File: src/rtl/core/sss_pkg.sv
// sss_pkg: shared types, constants and the segment table for the
// seven-segment scan serializer. No dependencies.
package sss_pkg;

  // number of digits in the scan rotation
  localparam int DIGIT_COUNT = 4;
  // digits held in the store, whether scanned or not
  localparam int STORE_DEPTH = 4;
  // bits in one shifted word
  localparam int WORD_BITS   = 16;
  // entries in the queue between front and back
  localparam int QUEUE_DEPTH = 2;

  // request function codes
  localparam logic FUNC_STORE = 1'b0;
  localparam logic FUNC_TICK  = 1'b1;

  // glyph code that shows blank
  localparam logic [4:0] BLANK_CODE = 5'd16;
  // digit select for digit 0, shifted left by the scan position
  localparam logic [7:0] SELECT_BASE = 8'h10;

  typedef logic [WORD_BITS-1:0] word_t;

  typedef struct packed {
    logic       func;
    logic [1:0] digit_index;
    logic [4:0] digit_value;
  } cmd_t;

  typedef struct packed {
    logic serial_bit;
    logic latch_pulse;
  } shift_t;

  // active-low segment pattern, blank for sixteen and above
  function automatic logic [7:0] seg_lookup(input logic [4:0] code);
    logic [7:0] pattern;
    case (code)
      5'd0:    pattern = 8'h03;
      5'd1:    pattern = 8'h9F;
      5'd2:    pattern = 8'h25;
      5'd3:    pattern = 8'h0D;
      5'd4:    pattern = 8'h99;
      5'd5:    pattern = 8'h49;
      5'd6:    pattern = 8'h41;
      5'd7:    pattern = 8'h1F;
      5'd8:    pattern = 8'h01;
      5'd9:    pattern = 8'h09;
      5'd10:   pattern = 8'h11;
      5'd11:   pattern = 8'hC1;
      5'd12:   pattern = 8'hE5;
      5'd13:   pattern = 8'h85;
      5'd14:   pattern = 8'h61;
      5'd15:   pattern = 8'h71;
      default: pattern = 8'hFF;
    endcase
    return pattern;
  endfunction

endpackage

File: src/rtl/core/sss_front.sv
// sss_front: takes requests, holds the digit store and scan position,
// and forms the word for each tick. Depends on sss_pkg.
module sss_front #(
  parameter int DIGIT_COUNT = sss_pkg::DIGIT_COUNT
) (
  input  logic            clk,
  input  logic            rst,
  input  logic            cmd_valid,
  output logic            cmd_ready,
  input  sss_pkg::cmd_t   cmd,
  input  logic            q_full,
  output logic            q_push,
  output sss_pkg::word_t  q_word
);

  logic [4:0] digit_store [sss_pkg::STORE_DEPTH];
  logic [1:0] scan_position;
  logic [1:0] scan_position_next;
  logic [1:0] pos;
  logic [2:0] pos_inc;
  logic [4:0] code;
  logic       accept;

  // stores never wait; a tick waits for queue room
  assign cmd_ready = !q_full || (cmd.func == sss_pkg::FUNC_STORE);
  assign accept    = cmd_valid && cmd_ready;
  assign q_push    = accept && (cmd.func == sss_pkg::FUNC_TICK);

  // current digit, out-of-range positions fold to digit 0
  always_comb begin
    if ({1'b0, scan_position} >= 3'(DIGIT_COUNT)) begin
      pos = 2'd0;
    end else begin
      pos = scan_position;
    end
    pos_inc = {1'b0, pos} + 3'd1;
    if (pos_inc >= 3'(DIGIT_COUNT)) begin
      scan_position_next = 2'd0;
    end else begin
      scan_position_next = pos_inc[1:0];
    end
  end

  // glyph lookup and word assembly
  always_comb begin
    code = digit_store[pos];
    if (code > sss_pkg::BLANK_CODE) begin
      code = sss_pkg::BLANK_CODE;
    end
    q_word = {sss_pkg::SELECT_BASE << pos, sss_pkg::seg_lookup(code)};
  end

  // digit store and scan rotation
  always_ff @(posedge clk) begin
    if (rst) begin
      scan_position <= 2'd0;
      for (int i = 0; i < sss_pkg::STORE_DEPTH; i++) begin
        digit_store[i] <= 5'd0;
      end
    end else if (accept) begin
      if (cmd.func == sss_pkg::FUNC_STORE) begin
        digit_store[cmd.digit_index] <= cmd.digit_value;
      end else begin
        scan_position <= scan_position_next;
      end
    end
  end

endmodule

File: src/rtl/core/sss_queue.sv
// sss_queue: short word queue between front and back.
// Depends on sss_pkg.
module sss_queue (
  input  logic            clk,
  input  logic            rst,
  input  logic            push,
  input  sss_pkg::word_t  push_word,
  output logic            full,
  input  logic            pop,
  output logic            not_empty,
  output sss_pkg::word_t  pop_word
);

  localparam int PTR_W = (sss_pkg::QUEUE_DEPTH > 1) ? $clog2(sss_pkg::QUEUE_DEPTH) : 1;
  localparam int CNT_W = $clog2(sss_pkg::QUEUE_DEPTH + 1);

  sss_pkg::word_t entries [sss_pkg::QUEUE_DEPTH];
  logic [PTR_W-1:0] wr_ptr;
  logic [PTR_W-1:0] rd_ptr;
  logic [CNT_W-1:0] count;

  assign full      = (count == CNT_W'(sss_pkg::QUEUE_DEPTH));
  assign not_empty = (count != '0);
  assign pop_word  = entries[rd_ptr];

  // pointer step with wrap
  function automatic logic [PTR_W-1:0] ptr_step(input logic [PTR_W-1:0] p);
    logic [PTR_W-1:0] r;
    if (p == PTR_W'(sss_pkg::QUEUE_DEPTH - 1)) begin
      r = '0;
    end else begin
      r = p + PTR_W'(1);
    end
    return r;
  endfunction

  // entry storage
  always_ff @(posedge clk) begin
    if (push) begin
      entries[wr_ptr] <= push_word;
    end
  end

  // pointers and fill count
  always_ff @(posedge clk) begin
    if (rst) begin
      wr_ptr <= '0;
      rd_ptr <= '0;
      count  <= '0;
    end else begin
      if (push) begin
        wr_ptr <= ptr_step(wr_ptr);
      end
      if (pop) begin
        rd_ptr <= ptr_step(rd_ptr);
      end
      if (push && !pop) begin
        count <= count + CNT_W'(1);
      end else if (pop && !push) begin
        count <= count - CNT_W'(1);
      end
    end
  end

  a_no_overflow : assert property (@(posedge clk) disable iff (rst)
    full |-> !push || pop)
    else $error("queue written while full");

  a_no_underflow : assert property (@(posedge clk) disable iff (rst)
    pop |-> not_empty)
    else $error("queue read while empty");

  a_count_up : assert property (@(posedge clk) disable iff (rst)
    push && !pop |=> count == $past(count) + CNT_W'(1))
    else $error("queue count did not follow a lone write");

endmodule

File: src/rtl/core/sss_back.sv
// sss_back: shifts each queued word out lsb first, then a latch result.
// Depends on sss_pkg.
module sss_back (
  input  logic            clk,
  input  logic            rst,
  input  logic            q_valid,
  input  sss_pkg::word_t  q_word,
  output logic            q_pop,
  output logic            shift_valid,
  input  logic            shift_ready,
  output sss_pkg::shift_t shift
);

  localparam int CNT_W = $clog2(sss_pkg::WORD_BITS + 1);

  logic             busy;
  sss_pkg::word_t   word;
  logic [CNT_W-1:0] cnt;
  logic             last;
  logic             accept;

  assign last        = (cnt == CNT_W'(sss_pkg::WORD_BITS));
  assign accept      = shift_valid && shift_ready;
  assign shift_valid = busy;
  assign q_pop       = q_valid && (!busy || (accept && last));

  // data results carry word lsb; the latch result carries zero
  always_comb begin
    shift.serial_bit  = last ? 1'b0 : word[0];
    shift.latch_pulse = last;
  end

  // shift register and bit counter
  always_ff @(posedge clk) begin
    if (rst) begin
      busy <= 1'b0;
      cnt  <= '0;
    end else if (q_pop) begin
      busy <= 1'b1;
      word <= q_word;
      cnt  <= '0;
    end else if (accept) begin
      if (last) begin
        busy <= 1'b0;
      end else begin
        word <= word >> 1;
        cnt  <= cnt + CNT_W'(1);
      end
    end
  end

  a_stall_holds : assert property (@(posedge clk) disable iff (rst)
    busy && !shift_ready |=> busy && $stable(cnt) && $stable(word))
    else $error("shift state moved during stall");

  a_latch_ends_run : assert property (@(posedge clk) disable iff (rst)
    accept && last |=> !busy || cnt == '0)
    else $error("run did not restart after latch");

  a_load_only_idle : assert property (@(posedge clk) disable iff (rst)
    q_pop |-> !busy || last)
    else $error("word loaded in the middle of a run");

endmodule

File: src/rtl/core/seven_segment_scan_serializer_top.sv
// seven_segment_scan_serializer_top: multiplexed seven-segment serial driver.
// Depends on sss_pkg, sss_front, sss_queue and sss_back.
//
// Request channel (cmd_valid/cmd_ready/cmd): a store request writes one
// digit value; a tick request shows the digit at the scan position and
// steps the scan on through the digits in rotation, starting at digit 0.
// Result channel (shift_valid/shift_ready/shift): each tick gives sixteen
// data results, the segment/select word lsb first, then one latch result
// with latch_pulse high and serial_bit low.
// Stores are taken one a cycle and give no results. A tick waits only for
// room in the two-entry queue, so up to two ticks are taken while a run
// is still shifting. On an idle block a tick's word is written into the
// queue, then loaded into the back's word register, and the first result
// is offered from there. The back shifts that register one bit for each
// accepted result and loads the next queued word as the latch is accepted.
// Reset clears the digit store to zero, the scan position to digit 0 and
// empties the queue. A stalled receiver holds the current result; the
// front keeps taking stores and fills the queue with ticks.
module seven_segment_scan_serializer_top #(
  parameter int DIGIT_COUNT = sss_pkg::DIGIT_COUNT
) (
  input  logic            clk,
  input  logic            rst,
  input  logic            cmd_valid,
  output logic            cmd_ready,
  input  sss_pkg::cmd_t   cmd,
  output logic            shift_valid,
  input  logic            shift_ready,
  output sss_pkg::shift_t shift
);

  logic           q_full;
  logic           q_push;
  logic           q_pop;
  logic           q_not_empty;
  sss_pkg::word_t q_push_word;
  sss_pkg::word_t q_pop_word;

  // request decode, digit store and word assembly
  sss_front #(
    .DIGIT_COUNT (DIGIT_COUNT)
  ) u_front (
    .clk       (clk),
    .rst       (rst),
    .cmd_valid (cmd_valid),
    .cmd_ready (cmd_ready),
    .cmd       (cmd),
    .q_full    (q_full),
    .q_push    (q_push),
    .q_word    (q_push_word)
  );

  // word queue
  sss_queue u_queue (
    .clk       (clk),
    .rst       (rst),
    .push      (q_push),
    .push_word (q_push_word),
    .full      (q_full),
    .pop       (q_pop),
    .not_empty (q_not_empty),
    .pop_word  (q_pop_word)
  );

  // serial shifter
  sss_back u_back (
    .clk         (clk),
    .rst         (rst),
    .q_valid     (q_not_empty),
    .q_word      (q_pop_word),
    .q_pop       (q_pop),
    .shift_valid (shift_valid),
    .shift_ready (shift_ready),
    .shift       (shift)
  );

endmodule
File: config.mk
export PLATFORM = sky130hd
export DESIGN_NAME = seven_segment_scan_serializer_top
export DESIGN_NICKNAME = d
export VERILOG_FILES = /design/src/rtl/core/sss_pkg.sv /design/src/rtl/core/sss_front.sv /design/src/rtl/core/sss_queue.sv /design/src/rtl/core/sss_back.sv /design/src/rtl/core/seven_segment_scan_serializer_top.sv
export SDC_FILE = /design/constraint.sdc
export NUM_CORES = 1
export LEC_CHECK = 0
export ABC_AREA = 1
export BUFFER_PORTS_ARGS = -buffer_cell sky130_fd_sc_hd__buf_2
export CELL_PAD_IN_SITES_DETAIL_PLACEMENT = 1
export CELL_PAD_IN_SITES_GLOBAL_PLACEMENT = 1
export CORE_ASPECT_RATIO = 2
export CORE_UTILIZATION = 53
export CTS_CLUSTER_DIAMETER = 40
export DETAILED_ROUTE_END_ITERATION = 10
export PLACE_DENSITY_LB_ADDON = 0.1
export SLEW_MARGIN = 20
export SYNTH_ARGS = -nofsm -noshare
export SYNTH_HDL_FRONTEND = slang
export SYNTH_HIERARCHICAL = 1
export SYNTH_SLANG_ARGS = --single-unit
File: constraint.sdc
create_clock -name clk -period 3.4 [get_ports clk]
set_input_delay 0.51 -clock clk [delete_from_list [all_inputs] [get_ports clk]]
set_output_delay 0.51 -clock clk [all_outputs]
set_load 0.02 [all_outputs]
==> results.json <==
{
  "min_from": "rst",
  "die_h_um": 126,
  "root_buffer": "clkbuf_16",
  "hp-class": "input pin to flop",
  "portBuffers": 15,
  "slew_violations": 0,
  "critPathMaxFanout": 11,
  "status": "finished, final reports clean",
  "first_global_vias": 3068,
  "fmax_mhz": 370,
  "netlist_instances": 404,
  "ys_ff_latch": 83,
  "r2r_slack_ns": 0.69,
  "die_area_sq_um": 8060,
  "final.setup_skew_ns": 0.00724,
  "syn_avg_cell_area_sq_um": 10.1,
  "crit_type": "flop to flop",
  "switching_share_pct": 31.5,
  "cellLeakagePower_uw": 0.00194,
  "vdd_drop_max_mv": 0.547,
  "core-area_sq_um": 7320,
  "clk_latency_ns": 0.34,
  "hpwl_um": 6860,
  "layout.area.seq_sq_um": 2340,
  "synth_compound_area_share_pct": 3.56,
  "synth_edf_count": 68,
  "hold_viol": 0,
  "p_seq_share_pct": 43.5,
  "preCtsSetupSlack_ns": 0.775,
  "drtIter0Drc": 82,
  "r2r-end": "u_queue/entries[0][4]",
  "drt-total-wl_um": 9360,
  "num_io_pins": 16,
  "synth.area.mux_share_pct": 5.34,
  "via_count": 2725,
  "avgRoutedWirePerCell_um": 18.1,
  "yosys.area_share.simple_pct": 20.5,
  "grt_overflow_total": 0,
  "final_nets": 447,
  "dieWidth_um": 64.0,
  "synthAdderAreaFrac_pct": 4.30,
  "synthXorXnorAreaFrac_pct": 0.215,
  "cp_top_family": "simple AND/OR/NAND/NOR gates",
  "crit_buf_inv": 3,
  "ys_types": 31,
  "clk_path_buf_depth": 2,
  "synth_ff_type": "edfxtp_1",
  "async_reset_ff_share_pct": 0,
  "clkSlewWorstSetupHoldPaths_ns": 0.06,
  "drive_gt1_share_pct": 16.0,
  "power.switching_uw": 1050,
  "post_cts_buffers": 0,
  "syn_area_sq_um": 4080,
  "yosys_warnings": 6,
  "gp_congestion": 0.894,
  "grt_pass1_wl_um": 15200,
  "seq_area_frac_synth_pct": 57.5,
  "clkSinkCount": 83,
  "synth_top_family_by_area": "simple AND/OR/NAND/NOR gates",
  "crit_required_ns": 3.47,
  "pwr-share-clk_pct": 31.3,
  "finalWorstSetupSlack_ns": 0.694,
  "drc": 0,
  "rsz0062_at_grt": "no",
  "fin_crit_sh_pct": 79.6,
  "avgViaCountPerCell": 5.26,
  "numCtsBuffers": 9,
  "cp.arrival_ns": 2.77,
  "rows": 44,
  "dr.pass1.iters": 4,
  "netlist.area_leader.share_pct": 50.1,
  "end_kind": "flop",
  "power.internal_uw": 2270,
  "cp_slowest_cell": "dfxtp_1",
  "antenna_left": 0,
  "grt_util_all_layers_pct": 26.3,
  "final_util_pct": 61.2,
  "p_comb_share_pct": 25.2,
  "max_slew_margin_pct": 36.4,
  "p_per_area_nw_per_um2": 739,
  "htreeDepth": 3,
  "cts_tree": "yes",
  "cts_hold_buf": 0,
  "period_minus_slack_ns": 2.71,
  "initial_utilization_pct": 55.7,
  "fillerInstances": 810,
  "crit_path_start_kind": "flop",
  "antenna_cells": 0,
  "cts.repair.resized": 0,
  "setup_viol": 0,
  "synth_top_cell_by_area": "edfxtp_1",
  "area_delta_synth_final_pct": 9.98,
  "setup_tns_ns": 0,
  "cp_slowest_stage_delay_ns": 0.52,
  "antenna_found_initial": 0,
  "cp_common_cell": "nand3_1",
  "grt_max_degree": 19,
  "cap_violations": 0,
  "hold_depth": 2,
  "worst_pin_slew_ns": 0.946,
  "reg2reg_depth": 13,
  "path_cells": "inv_2, nand2_1, nand3_2, nand2_4, nand2_2, o21ai_4, inv_2, nor2_1, inv_1, ha_1, nand3_1, nand3_1, nand3_1",
  "ys_top_cells_by_area": "edfxtp_1 (50%), nand2_1 (10%), dfxtp_1 (7.4%), inv_1 (4.9%), ha_1 (4.3%)",
  "multi_input_area_sq_um": 1400
}
[layer usage]
layer / wire, um / track usage, % / up-vias
met4: 271 / 11.5 / 0
met5: 0 / 0 / -
li1: - / - / 1336
met2: 5880 / 54.3 / 47
met1: 3010 / 21.9 / 1318
met3: 206 / 6.16 / 24
[state kept, by name, summed over array words and instances (netlist names), named ones only]
signal / cells
u_back/cnt: 5
u_back/shift_valid: 1
u_back/word: 16
u_front/digit_store: 20
u_front/pos: 2
u_queue/count: 2
u_queue/entries: 32
u_queue/rd_ptr: 1
u_queue/wr_ptr: 1
[final cells by class]
type / count / area share, %
sequential: 83 / 52.3
multi-input combinational: 253 / 31.3
clock buffer: 9 / 5.03
inverter: 57 / 4.83
tap: 92 / 2.57
clock inverter: 7 / 2.04
timing repair buffer: 17 / 2.01
[worst max-delay path by stage]
stage	start	cells past startpoint	end
finish	flop	13	u_queue/entries[0][4]
global route	flop	13	u_queue/entries[1][4]
CTS	flop	13	u_queue/entries[0][4]
detailed placement	flop	13	u_queue/entries[1][4]
global placement	flop	13	u_queue/entries[0][4]
floorplan	flop	15	u_queue/entries[0][4]
[cells in the mapped netlist, types with 4 or more instances]
cell      count
nor3_1        7
buf_6         4
nand4_1       4
buf_4         7
nand2_2       6
inv_1        53
mux2_4       10
edfxtp_1     68
nand3_2       4
ha_1         14
o21ai_0       8
dfxtp_1      15
nor2_1       38
nand2_1     110
mux2_2        6
a21oi_1      13
nand3_1      18
[metrics by stage]
stage               instance area (sq um)  power, uW  hold slack (ns)  instances
floorplan                            4090       2080            0.480        407
global placement                     4170       2220            0.497        502
detailed placement                   4170       2290            0.513        502
CTS                                  4480       3340            0.467        518
global route                         4480       3490            0.482        518
finish                               4480       3310            0.472        518
[logic make-up (layout without fill, tap and decap cells)]
family / Yosys count / count (layout)
AO/OA/AOI/OAI: 25 / 25
XOR/XNOR: 1 / 1
adder cells (fa/ha/maj): 14 / 14
buffers and inverters: 71 / 90
flip-flops: 83 / 83
multiplexers: 16 / 16
other: 2 / 5
AND/OR/NAND/NOR: 192 / 192
[layout by cell type, fill, tap and decap left out]
cell,n
inv_2,3
bufinv_16,2
inv_1,53
mux2_4,10
clkbuf_16,9
inv_6,1
nor3_1,7
nand2_1,110
o21bai_1,1
conb_1,5
clkinv_2,3
clkinvlp_4,1
edfxtp_1,68
o21ai_0,8
nand3b_1,1
inv_4,1
o21ai_4,1
buf_4,2
nand2_2,6
mux2_2,6
a21oi_1,13
nor2_1,38
buf_2,15
nand4_1,4
ha_1,14
nand3_2,4
o311ai_0,1
dfxtp_1,15
xnor2_1,1
nor2_4,1
o31ai_1,1
nand3_1,18
nand2_4,3
[power by group through the flow]
stage               clock [uW]  sequential [uW]  combinational [uW]
floorplan                    0             1410                 675
global placement             0             1450                 769
detailed placement           0             1460                 826
CTS                       1050             1450                 844
global route              1090             1460                 934
finish                    1040             1440                 835
Power figures use the tool's default switching activity.
